`src/hdl/kcalc_pkg.sv`:
```
// ----------------------------------------------------------------------------
// kcalc_pkg
// shared types, key codes and controller/datapath interface for the
// keypad four-function calculator
// ----------------------------------------------------------------------------
`default_nettype none

package kcalc_pkg;

  // default operand width
  localparam int unsigned DEF_WIDTH = 32;

  // key codes
  localparam logic [7:0] KEY_NONE  = 8'h41;  // 'A'
  localparam logic [7:0] KEY_CLEAR = 8'h3F;  // '?'
  localparam logic [7:0] KEY_EQ    = 8'h3D;  // '='
  localparam logic [7:0] KEY_MUL   = 8'h2A;  // '*'
  localparam logic [7:0] KEY_DIV   = 8'h2F;  // '/'
  localparam logic [7:0] KEY_ADD   = 8'h2B;  // '+'
  localparam logic [7:0] KEY_SUB   = 8'h2D;  // '-'
  localparam logic [8:0] DIGIT_BASE = 9'd48;

  // output word layout
  localparam int unsigned VAL_W      = 32;
  localparam int unsigned OUT_DATA_W = 48;
  localparam int unsigned OUT_USER_W = 2;

  typedef enum logic [2:0] {
    OP_NONE = 3'd0,
    OP_MUL  = 3'd1,
    OP_DIV  = 3'd2,
    OP_ADD  = 3'd3,
    OP_SUB  = 3'd4
  } op_e;

  typedef enum logic [1:0] {
    KIND_NONE     = 2'd0,
    KIND_VALUE    = 2'd1,
    KIND_DIV_ZERO = 2'd2
  } kind_e;

  typedef enum logic [2:0] {
    ST_IDLE,
    ST_DECODE,
    ST_ITER,
    ST_FINISH,
    ST_EMIT
  } state_e;

  typedef struct packed {
    logic capture;  // take key word
    logic decode;   // apply key, form immediate result, arm iteration
    logic step;     // one multiply / divide iteration
    logic finish;   // fold iteration result into pending result
    logic emit;     // move pending result into output register
  } ctrl_cmd_t;

  typedef struct packed {
    logic need_iter;  // evaluate needs the shared multiply/divide loop
    logic iter_last;  // final iteration in progress
    logic out_free;   // output register empty or being drained
  } ctrl_sts_t;

endpackage

`default_nettype wire

```
`src/hdl/kcalc_ctrl.sv`:
```
// ----------------------------------------------------------------------------
// kcalc_ctrl
// sequencing state machine: capture, decode, iterate, finish, emit
// ----------------------------------------------------------------------------
`default_nettype none

module kcalc_ctrl
  import kcalc_pkg::*;
(
  input  wire logic      clk_i,
  input  wire logic      rst_ni,
  input  wire logic      in_valid_i,
  output logic           in_ready_o,
  input  wire ctrl_sts_t sts_i,
  output ctrl_cmd_t      cmd_o
);

  state_e state_q, state_d;

  always_ff @(posedge clk_i or negedge rst_ni) begin
    if (!rst_ni) begin
      state_q <= ST_IDLE;
    end else begin
      state_q <= state_d;
    end
  end

  always_comb begin
    state_d = state_q;
    case (state_q)
      ST_IDLE: begin
        if (in_valid_i) state_d = ST_DECODE;
      end
      ST_DECODE: begin
        state_d = sts_i.need_iter ? ST_ITER : ST_EMIT;
      end
      ST_ITER: begin
        if (sts_i.iter_last) state_d = ST_FINISH;
      end
      ST_FINISH: begin
        state_d = ST_EMIT;
      end
      ST_EMIT: begin
        if (sts_i.out_free) state_d = ST_IDLE;
      end
      default: begin
        state_d = ST_IDLE;
      end
    endcase
  end

  always_comb begin
    cmd_o      = '0;
    in_ready_o = 1'b0;
    case (state_q)
      ST_IDLE: begin
        in_ready_o    = 1'b1;
        cmd_o.capture = in_valid_i;
      end
      ST_DECODE: begin
        cmd_o.decode = 1'b1;
      end
      ST_ITER: begin
        cmd_o.step = 1'b1;
      end
      ST_FINISH: begin
        cmd_o.finish = 1'b1;
      end
      ST_EMIT: begin
        cmd_o.emit = sts_i.out_free;
      end
      default: begin
        cmd_o = '0;
      end
    endcase
  end

endmodule

`default_nettype wire

```
`src/hdl/kcalc_dp.sv`:
```
// ----------------------------------------------------------------------------
// kcalc_dp
// operand registers, digit accumulation, shared shift-add multiply and
// restoring divide loop, output register
// ----------------------------------------------------------------------------
`default_nettype none

module kcalc_dp
  import kcalc_pkg::*;
#(
  parameter int unsigned WIDTH = DEF_WIDTH
) (
  input  wire logic                  clk_i,
  input  wire logic                  rst_ni,
  input  wire ctrl_cmd_t             cmd_i,
  output ctrl_sts_t                  sts_o,
  input  wire logic [7:0]            key_code_i,
  output logic                       out_valid_o,
  input  wire logic                  out_ready_i,
  output logic                       echo_valid_o,
  output logic [7:0]                 echo_char_o,
  output logic                       clear_display_o,
  output logic [OUT_USER_W-1:0]      result_kind_o,
  output logic signed [VAL_W-1:0]    result_value_o
);

  localparam int unsigned CNT_W = $clog2(WIDTH);

  // architectural state
  logic [WIDTH-1:0] op_a_q, op_a_d;
  logic [WIDTH-1:0] op_b_q, op_b_d;
  op_e              opr_q, opr_d;
  logic             sec_q, sec_d;

  logic [7:0] key_q;

  // pending result
  logic             res_echo_q, res_echo_d;
  logic             res_clr_q, res_clr_d;
  kind_e            res_kind_q, res_kind_d;
  logic [WIDTH-1:0] res_val_q, res_val_d;

  // iteration registers
  logic [WIDTH-1:0] acc_q, mcand_q, sh_q;
  logic [CNT_W-1:0] cnt_q;
  logic             it_div_q, it_neg_q;

  // output register
  logic                   out_valid_q;
  logic                   out_echo_q, out_clr_q;
  logic [7:0]             out_char_q;
  logic [OUT_USER_W-1:0]  out_kind_q;
  logic [VAL_W-1:0]       out_val_q;

  logic             is_op;
  logic             need_iter;
  op_e              key_op;
  logic [8:0]       digit9;
  logic [WIDTH+8:0] digit_x;
  logic [WIDTH-1:0] acc_sel, acc_new;
  logic [WIDTH-1:0] abs_a, abs_b;
  logic [WIDTH:0]   trial;
  logic [WIDTH-1:0] quot;
  logic [WIDTH+31:0] val_x;

  assign is_op = (key_q inside {KEY_MUL, KEY_DIV, KEY_ADD, KEY_SUB});

  always_comb begin
    case (key_q)
      KEY_MUL: key_op = OP_MUL;
      KEY_DIV: key_op = OP_DIV;
      KEY_ADD: key_op = OP_ADD;
      KEY_SUB: key_op = OP_SUB;
      default: key_op = OP_NONE;
    endcase
  end

  // signed digit weight, sign extended to the operand width
  assign digit9  = {1'b0, key_q} - DIGIT_BASE;
  assign digit_x = {{WIDTH{digit9[8]}}, digit9};
  assign acc_sel = sec_q ? op_b_q : op_a_q;
  assign acc_new = (acc_sel << 3) + (acc_sel << 1) + digit_x[WIDTH-1:0];

  assign abs_a = op_a_q[WIDTH-1] ? (~op_a_q + 1'b1) : op_a_q;
  assign abs_b = op_b_q[WIDTH-1] ? (~op_b_q + 1'b1) : op_b_q;

  assign need_iter = (key_q == KEY_EQ) &&
                     ((opr_q == OP_MUL) || ((opr_q == OP_DIV) && (op_b_q != '0)));

  always_comb begin
    op_a_d     = op_a_q;
    op_b_d     = op_b_q;
    opr_d      = opr_q;
    sec_d      = sec_q;
    res_echo_d = res_echo_q;
    res_clr_d  = res_clr_q;
    res_kind_d = res_kind_q;
    res_val_d  = res_val_q;
    if (cmd_i.decode) begin
      res_echo_d = 1'b0;
      res_clr_d  = 1'b0;
      res_kind_d = KIND_NONE;
      res_val_d  = '0;
      if (key_q == KEY_NONE) begin
        // idle key
      end else if (key_q == KEY_CLEAR) begin
        op_a_d    = '0;
        op_b_d    = '0;
        sec_d     = 1'b0;
        res_clr_d = 1'b1;
      end else if (key_q == KEY_EQ) begin
        res_echo_d = 1'b1;
        case (opr_q)
          OP_MUL: res_kind_d = KIND_VALUE;
          OP_ADD: begin
            res_kind_d = KIND_VALUE;
            res_val_d  = op_a_q + op_b_q;
          end
          OP_SUB: begin
            res_kind_d = KIND_VALUE;
            res_val_d  = op_a_q - op_b_q;
          end
          OP_DIV: begin
            if (op_b_q == '0) begin
              res_kind_d = KIND_DIV_ZERO;
              res_clr_d  = 1'b1;
            end else begin
              res_kind_d = KIND_VALUE;
            end
          end
          default: res_kind_d = KIND_NONE;
        endcase
      end else if (is_op) begin
        res_echo_d = 1'b1;
        opr_d      = key_op;
        sec_d      = 1'b1;
      end else begin
        res_echo_d = 1'b1;
        if (sec_q) begin
          op_b_d = acc_new;
        end else begin
          op_a_d = acc_new;
        end
      end
    end else if (cmd_i.finish) begin
      res_val_d = it_div_q ? quot : acc_q;
    end
  end

  // restoring divide trial subtract
  assign trial = {acc_q, sh_q[WIDTH-1]} - {1'b0, mcand_q};
  assign quot  = it_neg_q ? (~sh_q + 1'b1) : sh_q;

  always_ff @(posedge clk_i or negedge rst_ni) begin
    if (!rst_ni) begin
      op_a_q <= '0;
      op_b_q <= '0;
      opr_q  <= OP_NONE;
      sec_q  <= 1'b0;
    end else begin
      op_a_q <= op_a_d;
      op_b_q <= op_b_d;
      opr_q  <= opr_d;
      sec_q  <= sec_d;
    end
  end

  always_ff @(posedge clk_i) begin
    if (cmd_i.capture) key_q <= key_code_i;
    res_echo_q <= res_echo_d;
    res_clr_q  <= res_clr_d;
    res_kind_q <= res_kind_d;
    res_val_q  <= res_val_d;
  end

  // shared iteration loop
  always_ff @(posedge clk_i) begin
    if (cmd_i.decode) begin
      acc_q    <= '0;
      cnt_q    <= '0;
      it_div_q <= (opr_q == OP_DIV);
      it_neg_q <= op_a_q[WIDTH-1] ^ op_b_q[WIDTH-1];
      if (opr_q == OP_DIV) begin
        mcand_q <= abs_b;
        sh_q    <= abs_a;
      end else begin
        mcand_q <= op_a_q;
        sh_q    <= op_b_q;
      end
    end else if (cmd_i.step) begin
      cnt_q <= cnt_q + 1'b1;
      if (it_div_q) begin
        if (!trial[WIDTH]) begin
          acc_q <= trial[WIDTH-1:0];
        end else begin
          acc_q <= {acc_q[WIDTH-2:0], sh_q[WIDTH-1]};
        end
        sh_q <= {sh_q[WIDTH-2:0], ~trial[WIDTH]};
      end else begin
        if (sh_q[0]) acc_q <= acc_q + mcand_q;
        mcand_q <= mcand_q << 1;
        sh_q    <= sh_q >> 1;
      end
    end
  end

  // output register
  assign val_x = {{VAL_W{1'b0}}, res_val_q};

  always_ff @(posedge clk_i or negedge rst_ni) begin
    if (!rst_ni) begin
      out_valid_q <= 1'b0;
    end else if (cmd_i.emit) begin
      out_valid_q <= 1'b1;
    end else if (out_ready_i) begin
      out_valid_q <= 1'b0;
    end
  end

  always_ff @(posedge clk_i) begin
    if (cmd_i.emit) begin
      out_echo_q <= res_echo_q;
      out_char_q <= res_echo_q ? key_q : 8'h00;
      out_clr_q  <= res_clr_q;
      out_kind_q <= res_kind_q;
      out_val_q  <= val_x[VAL_W-1:0];
    end
  end

  assign sts_o.need_iter = need_iter;
  assign sts_o.iter_last = (cnt_q == CNT_W'(WIDTH - 1));
  assign sts_o.out_free  = !out_valid_q || out_ready_i;

  assign out_valid_o     = out_valid_q;
  assign echo_valid_o    = out_echo_q;
  assign echo_char_o     = out_char_q;
  assign clear_display_o = out_clr_q;
  assign result_kind_o   = out_kind_q;
  assign result_value_o  = out_val_q;

endmodule

`default_nettype wire

```
`src/hdl/keypad_four_function_calculator.sv`:
```
// a key word is captured, decoded into a pending result, then moved into the
//   output register; an evaluate with multiply or nonzero divide also passes
//   the iterate and finish states, using the shared one-bit-per-cycle
//   shift-add / restoring-divide loop; the next key is taken only when idle
// the output register holds a finished word while the next key is taken
// reset (rst_ni low, asynchronous): operands zero, no operator, no word pending
// ----------------------------------------------------------------------------
// keypad_four_function_calculator
// four-function calculator core fed by ascii key words, giving one result
// word per key with echo, display clear and computed value
// ----------------------------------------------------------------------------
`default_nettype none

module keypad_four_function_calculator
  import kcalc_pkg::*;
#(
  parameter int unsigned WIDTH = DEF_WIDTH  // operand width, 8 to 64
) (
  input  wire logic                   clk_i,
  input  wire logic                   rst_ni,
  // key input
  input  wire logic                   s_axis_tvalid,
  output logic                        s_axis_tready,
  input  wire logic [7:0]             s_axis_tdata,   // [7:0] key_code
  // result output
  output logic                        m_axis_tvalid,
  input  wire logic                   m_axis_tready,
  output logic [OUT_DATA_W-1:0]       m_axis_tdata,   // [0] echo_valid, [8:1] echo_char,
                                                      // [9] clear_display,
                                                      // [41:10] result_value, rest zero
  output logic [OUT_USER_W-1:0]       m_axis_tuser    // [1:0] result_kind
);

  ctrl_cmd_t cmd;
  ctrl_sts_t sts;

  logic                     echo_valid;
  logic [7:0]               echo_char;
  logic                     clear_display;
  logic signed [VAL_W-1:0]  result_value;

  // sequencer: one key at a time, iterates for multiply and nonzero divide
  kcalc_ctrl u_ctrl (
    .clk_i      (clk_i),
    .rst_ni     (rst_ni),
    .in_valid_i (s_axis_tvalid),
    .in_ready_o (s_axis_tready),
    .sts_i      (sts),
    .cmd_o      (cmd)
  );

  // operands, arithmetic loop and output register
  kcalc_dp #(
    .WIDTH (WIDTH)
  ) u_dp (
    .clk_i           (clk_i),
    .rst_ni          (rst_ni),
    .cmd_i           (cmd),
    .sts_o           (sts),
    .key_code_i      (s_axis_tdata),
    .out_valid_o     (m_axis_tvalid),
    .out_ready_i     (m_axis_tready),
    .echo_valid_o    (echo_valid),
    .echo_char_o     (echo_char),
    .clear_display_o (clear_display),
    .result_kind_o   (m_axis_tuser),
    .result_value_o  (result_value)
  );

  // pack result word, low field first, padded to whole bytes
  assign m_axis_tdata = {6'b0, result_value, clear_display, echo_char, echo_valid};

endmodule

`default_nettype wire

```
`config.mk`:
```
export PLATFORM = sky130hd
export DESIGN_NAME = keypad_four_function_calculator
export DESIGN_NICKNAME = d
export VERILOG_FILES = /design/src/hdl/kcalc_pkg.sv /design/src/hdl/kcalc_ctrl.sv /design/src/hdl/kcalc_dp.sv /design/src/hdl/keypad_four_function_calculator.sv
export SDC_FILE = /design/constraint.sdc
export NUM_CORES = 1
export LEC_CHECK = 0
export ABC_AREA = 0
export BUFFER_PORTS_ARGS = -buffer_cell sky130_fd_sc_hd__buf_2
export CORE_MARGIN = 2
export CORE_UTILIZATION = 51
export DETAILED_ROUTE_END_ITERATION = 10
export PLACE_DENSITY_LB_ADDON = 0.12
export SLEW_MARGIN = 40
export SYNTH_ARGS = -nofsm -noshare
export SYNTH_HDL_FRONTEND = slang
export SYNTH_HIERARCHICAL = 1
export SYNTH_SLANG_ARGS = --single-unit
```
`constraint.sdc`:
```
create_clock -name clk_i -period 7.3 [get_ports clk_i]
set_input_delay 0.365 -clock clk_i [delete_from_list [all_inputs] [get_ports clk_i]]
set_output_delay 0.365 -clock clk_i [all_outputs]
set_load 0.01 [all_outputs]
```
## Word-level counts from Yosys, hierarchy flattened

Cells that the tools add are included.

| storage, ports and cells | value |
|---|---|
| logic and storage cells | 142 |
| output and inout port bits | 52 |
| bits of input ports | 12 |
| register bits | 263 |

| operators by class | value |
|---|---|
| reductions and logical operators | 24 |
| multiplexer cells | 54 |
| bitwise gates (word level) | 8 |
| add/subtract/negate cells | 11 |
| equality and inequality tests | 23 |

Operator list:

| operator | count |
|---|---|
| $mux W32 | 28 |
| $add A32 B32 Y32 | 4 |
| $add A32 B1 Y32 const B | 3 |
| $not A32 Y32 | 3 |
| $pmux W32 S2 | 1 |
| $eq A8 B6 Y1 const B | 6 |
| $sub A33 B32 Y33 | 1 |
| $logic_not A32 Y1 | 1 |
| $reduce_bool A32 Y1 | 1 |
| $sub A32 B32 Y32 | 1 |
| $mux W31 | 1 |
| $mux W1 | 16 |
| $pmux W3 S5 | 1 |
| $reduce_and A5 Y1 | 3 |
| $eq A3 B2 Y1 const B | 4 |
| $mux W3 | 4 |
| $ne A2 B2 Y1 const B | 6 |
| $pmux W3 S4 | 1 |
| $reduce_bool A2 Y1 | 6 |
| $sub A8 B6 Y9 const B | 1 |
| $eq A8 B7 Y1 const B | 1 |
| $eq A3 B1 Y1 const B | 2 |
| $eq A3 B3 Y1 const B | 2 |
| $reduce_or A3 Y1 | 2 |
| other kinds (15) | 21 |

## Longest topological paths before layout

| depth | value |
|---|---|
| depth in word-level cells | 7 |
| gate-level depth with buffers | 21 |
| depth with buffers taken out | 19 |

## Hierarchy

The synthesis kept the hierarchy.

By module, submodules not included:

| module | area an instance (sq um) | seq. area each (sq um) | cells an instance | times used |
|---|---|---|---|---|
| kcalc_dp | 21658.3 | 7091.8 | 2491 | 1 |
| kcalc_ctrl | 180.2 | 75.1 | 19 | 1 |
| keypad_four_function_calculator | 63.8 | 0.0 | 9 | 1 |

## Least setup slack after synthesis

OpenSTA, ideal clock, no wires.

| timing | value |
|---|---|
| kind | register to register |
| from | register u_ctrl.state_q[0] |
| to | register u_dp.out_clr_q, in the netlist u_dp/clear_display_o, enable pin |
| stages on the path, launching flop included | 3 |
| required time | 6.727 ns |
| setup time | 0.573 ns |
| path slack | 1.574 ns |
| clock period less this slack | 5.726 ns |
| data arrival time | 5.153 ns |
| path buffers | 1 |
| cell sequence | dfrtp_1 -> buf_6 -> nor4b_1 |

RTL lines:

| what | line | text |
|---|---|---|
| start, declared | kcalc_ctrl.sv:18 | `state_e state_q, state_d;` |
| start signal, assigned | kcalc_ctrl.sv:24 | `state_q <= state_d;` |
| end signal, assigned | kcalc_dp.sv:224 | `out_clr_q <= res_clr_q;` |
| end, declared | kcalc_dp.sv:50 | `logic out_echo_q, out_clr_q;` |

## Worst setup path in the final report

| timing | value |
|---|---|
| from | register u_dp.op_b_q[0] |
| to | register u_dp.res_val_q[31], data pin |

| between the ends | value |
|---|---|
| cells in the longest elaborated chain, start to end | 6 |
| elaborated cells between the ends (all ways) | 7 |
| classes of those cells | add/sub: 2; mux: 5 |

Ends and longest elaborated chain:

| what | line | text |
|---|---|---|
| start, declared | kcalc_dp.sv:31 | `logic [WIDTH-1:0] op_b_q, op_b_d;` |
| start signal, assigned | kcalc_dp.sv:162 | `op_b_q <= op_b_d;` |
| $sub A32 B32 Y32 or $add A32 B32 Y32 (tied branches) | kcalc_dp.sv:121, kcalc_dp.sv:117 |  |
| $pmux W32 S2 * | kcalc_dp.sv:113 | `case (opr_q)` |
| $mux W32 * | kcalc_dp.sv:111 | `end else if (key_q == KEY_EQ) begin` |
| $mux W32 * | kcalc_dp.sv:106 | `end else if (key_q == KEY_CLEAR) begin` |
| $mux W32 * | kcalc_dp.sv:104 | `if (key_q == KEY_NONE) begin` |
| $mux W32 * | kcalc_dp.sv:99 | `if (cmd_i.decode) begin` |
| net u_dp.res_val_d[31] | kcalc_dp.sv:41 | `logic [WIDTH-1:0] res_val_q, res_val_d;` |
| end signal, assigned | kcalc_dp.sv:173 | `res_val_q <= res_val_d;` |
| end, declared | kcalc_dp.sv:41 |  |

The timed path passes the listed nets; every way through them passes the cells marked *.
A chain may end at the register's enable or synchronous reset.

==> insert_results.sql <==
INSERT INTO impl_metrics (metric_group, metric, value, unit) VALUES
('status', 'run_status', 'complete, no violations', ''),
('clock_tree', 'cts_inserted_buffers', '31', ''),
('die', 'floorplan.die_area', '44620', 'sq um'),
('worst_setup_path', 'reg2reg_from', 'u_dp/op_b_q[0]', ''),
('grt', 'grt_pass1_wl', '96620', 'um'),
('flow_run', 'drv_cap', '0', ''),
('worst_setup_path', 'data_required_time_of_the_critical_path', '7.64', 'ns'),
('layout', 'share_of_the_core_filled_with_cells_in_the_final_layout', '56.01', '%'),
('power', 'leakage_component_of_the_power', '9.986', 'nW'),
('timing', 'worst_slew_pin_slew', '0.8413', 'ns'),
('power', 'cellInternalPower', '5.424', 'mW'),
('timing', 'grt_setup_unrepaired', 'false', ''),
('detailed_routing', 'remaining_design_rule_violation_count', '0', ''),
('layout', 'final_cell_mix', '276 x sky130_fd_sc_hd__nand2_1, 202 x sky130_fd_sc_hd__o21ai_0, 157 x sky130_fd_sc_hd__xor2_1, 156 x sky130_fd_sc_hd__nor2_1, 154 x sky130_fd_sc_hd__edfxtp_1', ''),
('worst_setup_path', 'worst_r2r_path_depth', '19', ''),
('clock_tree', 'root_buffer', 'sky130_fd_sc_hd__clkbuf_16', ''),
('place', 'routabilityCongestion', '0.9183', ''),
('detailed_routing', 'total_wirelength', '60550', 'um'),
('grt', 'number_of_global_route_vias_before_repair', '17520', ''),
('power', 'sequential_power_share', '25.3', '%'),
('synthesis', 'synth_cell_type_count', '83', ''),
('worst_setup_path', 'worst_setup_path_startpoint', 'u_dp/op_b_q[0]', ''),
('synthesis', 'ys_ff_latch', '263', ''),
('timing', 'finalSetupViolations', '0', ''),
('worst_setup_path', 'rrSetupSlack', '1.57', 'ns'),
('synthesis', 'yosysWarningCount', '6', ''),
('synthesis', 'synth_top_flop_cell', 'sky130_fd_sc_hd__edfxtp_1', ''),
('clock_tree', 'clock_insertion_delay_worst_skew', '0.60', 'ns'),
('power', 'power.density_cell_area', '439.1', 'nW/um^2'),
('layout', 'layoutNonFillerInstCount', '3042', ''),
('worst_setup_path', 'worst_setup_path_endpoint', 'u_dp/res_val_q[31]', ''),
('worst_setup_path', 'criticalPathCategory', 'reg2reg', ''),
('worst_setup_path', 'reg2reg_to', 'u_dp/res_val_q[31]', ''),
('clock_tree', 'clock_tree.htree_level_count', '1', ''),
('die', 'floorplan_row_count', '75', ''),
('synthesis', 'ys_async_sr_fraction', '27.38', '%'),
('timing', 'slew_limit_fails', '0', ''),
('die', 'design.portCount', '64', ''),
('timing', 'fin_crit_sh', '78.43', '%'),
('power', 'ir_worst_vdd', '0.0004790', 'V'),
('timing', 'skew', '0.02134', 'ns'),
('power', 'combinationalPowerShare', '59.5', '%'),
('layout', 'post_route_cells_drive_above_1_share', '8.030', '%'),
('timing', 'hold_viol_final', '0', ''),
('synthesis', 'synth_area_per_cell', '8.695', 'sq um'),
('worst_setup_path', 'critPathCaptureType', 'register', ''),
('timing', 'max_freq', '174.7', 'MHz'),
('grt', 'globalRoute.totalOverflow', '0', ''),
('synthesis', 'synth.yosys.seq_area_share', '32.72', '%'),
('clock_tree', 'clock_tree.buffer_depth', '3', ''),
('die', 'die_height', '211.2', 'um'),
('place', 'port_buffers', '57', ''),
('grt', 'grt_antenna_before_repair', '0', ''),
('die', 'starting_density_of_the_core', '51.98', '%'),
('worst_setup_path', 'cp.arrival', '6.06', 'ns'),
('power', 'p_sw', '4.938', 'mW'),
('worst_setup_path', 'cp_max_fo', '9', ''),
('synthesis', 'synthesized_area', '21900', 'sq um'),
('timing', 'setup_total_negative_slack', '0', 'ns'),
('layout', 'layout.nets', '2656', ''),
('synthesis', 'synth_enable_flop_cells', '154', ''),
('detailed_routing', 'antenna_left', '0', ''),
('timing', 'fin_crit', '5.726', 'ns'),
('detailed_routing', 'drt_first_pass_iters', '5', ''),
('place', 'post-dp-hpwl', '45690', 'um'),
('place', 'dpl.cell_count', '2973', ''),
('die', 'floorplan.die.width', '211.2', 'um'),
('layout', 'synthToLayoutAreaGrowth', '7.758', '%'),
('grt', 'global_route.usage.total', '27.22', '%'),
('detailed_routing', 'drt-vias-per-instance', '5.977', ''),
('grt', 'grt_max_degree', '203', '');
## how the worst min path moves through the flow
| stage | startpoint | slack (ns) | to | depth (start not counted) |
|---|---|---|---|---|
| 2_1_floorplan | rst_ni | 0.07 | u_ctrl/state_q[0] | 0 |
| 3_3_place_gp | u_dp/res_val_q[20] | 0.40 | u_dp/result_value_o[20] | 0 |
| 3_5_place_dp | u_dp/res_val_q[28] | 0.40 | u_dp/result_value_o[28] | 0 |
| 4_1_cts | s_axis_tvalid | 0.04 | u_ctrl/state_q[0] | 3 |
| 5_1_grt | s_axis_tvalid | 0.06 | u_ctrl/state_q[0] | 3 |
| 6_report | s_axis_tvalid | 0.06 | u_ctrl/state_q[0] | 3 |
## final cells by class
class / instances / area [sq um]
Inverter: 129 / 484.2
Clock inverter: 23 / 246.5
Clock buffer: 35 / 790.8
Multi-Input combinational cell: 1963 / 13640
Tap cell: 539 / 674.4
Sequential cell: 263 / 7172
Timing Repair Buffer: 90 / 595.6
Fill cell: 3838 / 18530
## per-layer routing
metal,vias to the layer above,track usage [%],wire length (um)
met4,0,5.561,1023
met3,62,2.260,3393
met5,-,0,0
met2,457,43.07,26990
met1,8632,40.78,29140
li1,9031,-,-
## stage by stage
step           setup WS (ns)  power (mW)  cell area [sq um]  hold slack (ns)
2_1_floorplan          1.574       7.169              21920          0.06941
3_3_place_gp           1.735       8.558              22400           0.4033
3_5_place_dp           1.657       8.678              22420           0.4045
4_1_cts                1.601       10.30              23550          0.03859
5_1_grt                1.360       11.25              23600          0.06234
6_report               1.574       10.36              23600          0.06029
## cell usage after synthesis, drive strengths merged (19+ instances only)
master | number | area [sq um]
nand2 | 277 | 1040
o21ai | 209 | 1046
nor2 | 157 | 589.3
xor2 | 157 | 1375
edfxtp | 154 | 4624
a21oi | 143 | 715.7
ha | 134 | 1677
clkbuf | 133 | 500.5
inv | 129 | 484.2
dfrtp | 72 | 1802
o31ai | 72 | 554.3
xnor2 | 68 | 595.6
a21o | 66 | 495.5
mux2i | 64 | 640.6
o211ai | 58 | 435.4
nor3 | 43 | 220.2
a211oi | 39 | 292.8
nand3 | 39 | 195.2
dfxtp | 37 | 740.7
buf | 36 | 206.4
fa | 32 | 640.6
nand2b | 28 | 175.2
or3 | 28 | 175.2
mux2 | 27 | 304.0
nor2b | 25 | 156.4
o22ai | 24 | 150.1
o21a | 23 | 172.7
nand4 | 20 | 125.1
a31oi | 19 | 118.9
and3 | 19 | 118.9
## flip-flops by register name (all words and copies together), names as in the netlist, 2 cells and up
register,count
u_dp/acc_q,32
u_dp/res_kind_q,2
u_ctrl/state_q,3
u_dp/echo_char_o,8
u_dp/sh_q,32
u_dp/op_b_q,32
u_dp/result_value_o,32
u_dp/result_kind_o,2
u_dp/mcand_q,32
u_dp/cnt_q,5
u_dp/opr_q,3
u_dp/op_a_q,32
u_dp/key_q,8
u_dp/res_val_q,32
## what timing repair did
item,4_1_cts,5_1_grt
setup buffers,0,0
endpoints found under the hold margin,80,0
hold buffers,9,0
## kinds of logic after synthesis
logic type | Yosys count | share of synthesized area (%)
mux | 91 | 4.313
buf+inv | 298 | 5.438
fa+ha+maj | 166 | 10.58
other cells | 1 | 0.01712
xor+xnor | 225 | 8.997
simple gates | 725 | 15.72
compound gates | 750 | 22.21
flops | 263 | 32.72
## critical path: stages (launching register included)
cell	delay, ns
sky130_fd_sc_hd__dfrtp_1	0.46
sky130_fd_sc_hd__inv_1	0.10
sky130_fd_sc_hd__ha_1	0.20
sky130_fd_sc_hd__or3b_1	0.43
sky130_fd_sc_hd__or4_4	0.54
sky130_fd_sc_hd__or2_1	0.33
sky130_fd_sc_hd__or4_4	0.54
sky130_fd_sc_hd__or4_4	0.53
sky130_fd_sc_hd__o21ai_0	0.22
sky130_fd_sc_hd__xor2_1	0.17
sky130_fd_sc_hd__ha_1	0.30
sky130_fd_sc_hd__a21oi_1	0.26
sky130_fd_sc_hd__o21bai_1	0.10
sky130_fd_sc_hd__a21o_1	0.19
sky130_fd_sc_hd__a21o_1	0.17
sky130_fd_sc_hd__a21o_1	0.17
sky130_fd_sc_hd__a21oi_1	0.14
sky130_fd_sc_hd__o221ai_1	0.15
sky130_fd_sc_hd__xnor2_1	0.17
sky130_fd_sc_hd__a221o_1	0.30
## power by group through the flow
stage | registers, mW | clock network (mW) | logic, mW
detailed placement | 2.64 | 0 | 6.04
CTS | 2.61 | 1.61 | 6.07
finish | 2.62 | 1.58 | 6.17
floorplan | 2.30 | 0 | 4.86
global route | 2.68 | 1.65 | 6.92
global placement | 2.62 | 0 | 5.94
No activity file was read; power rests on OpenSTA's default activity.
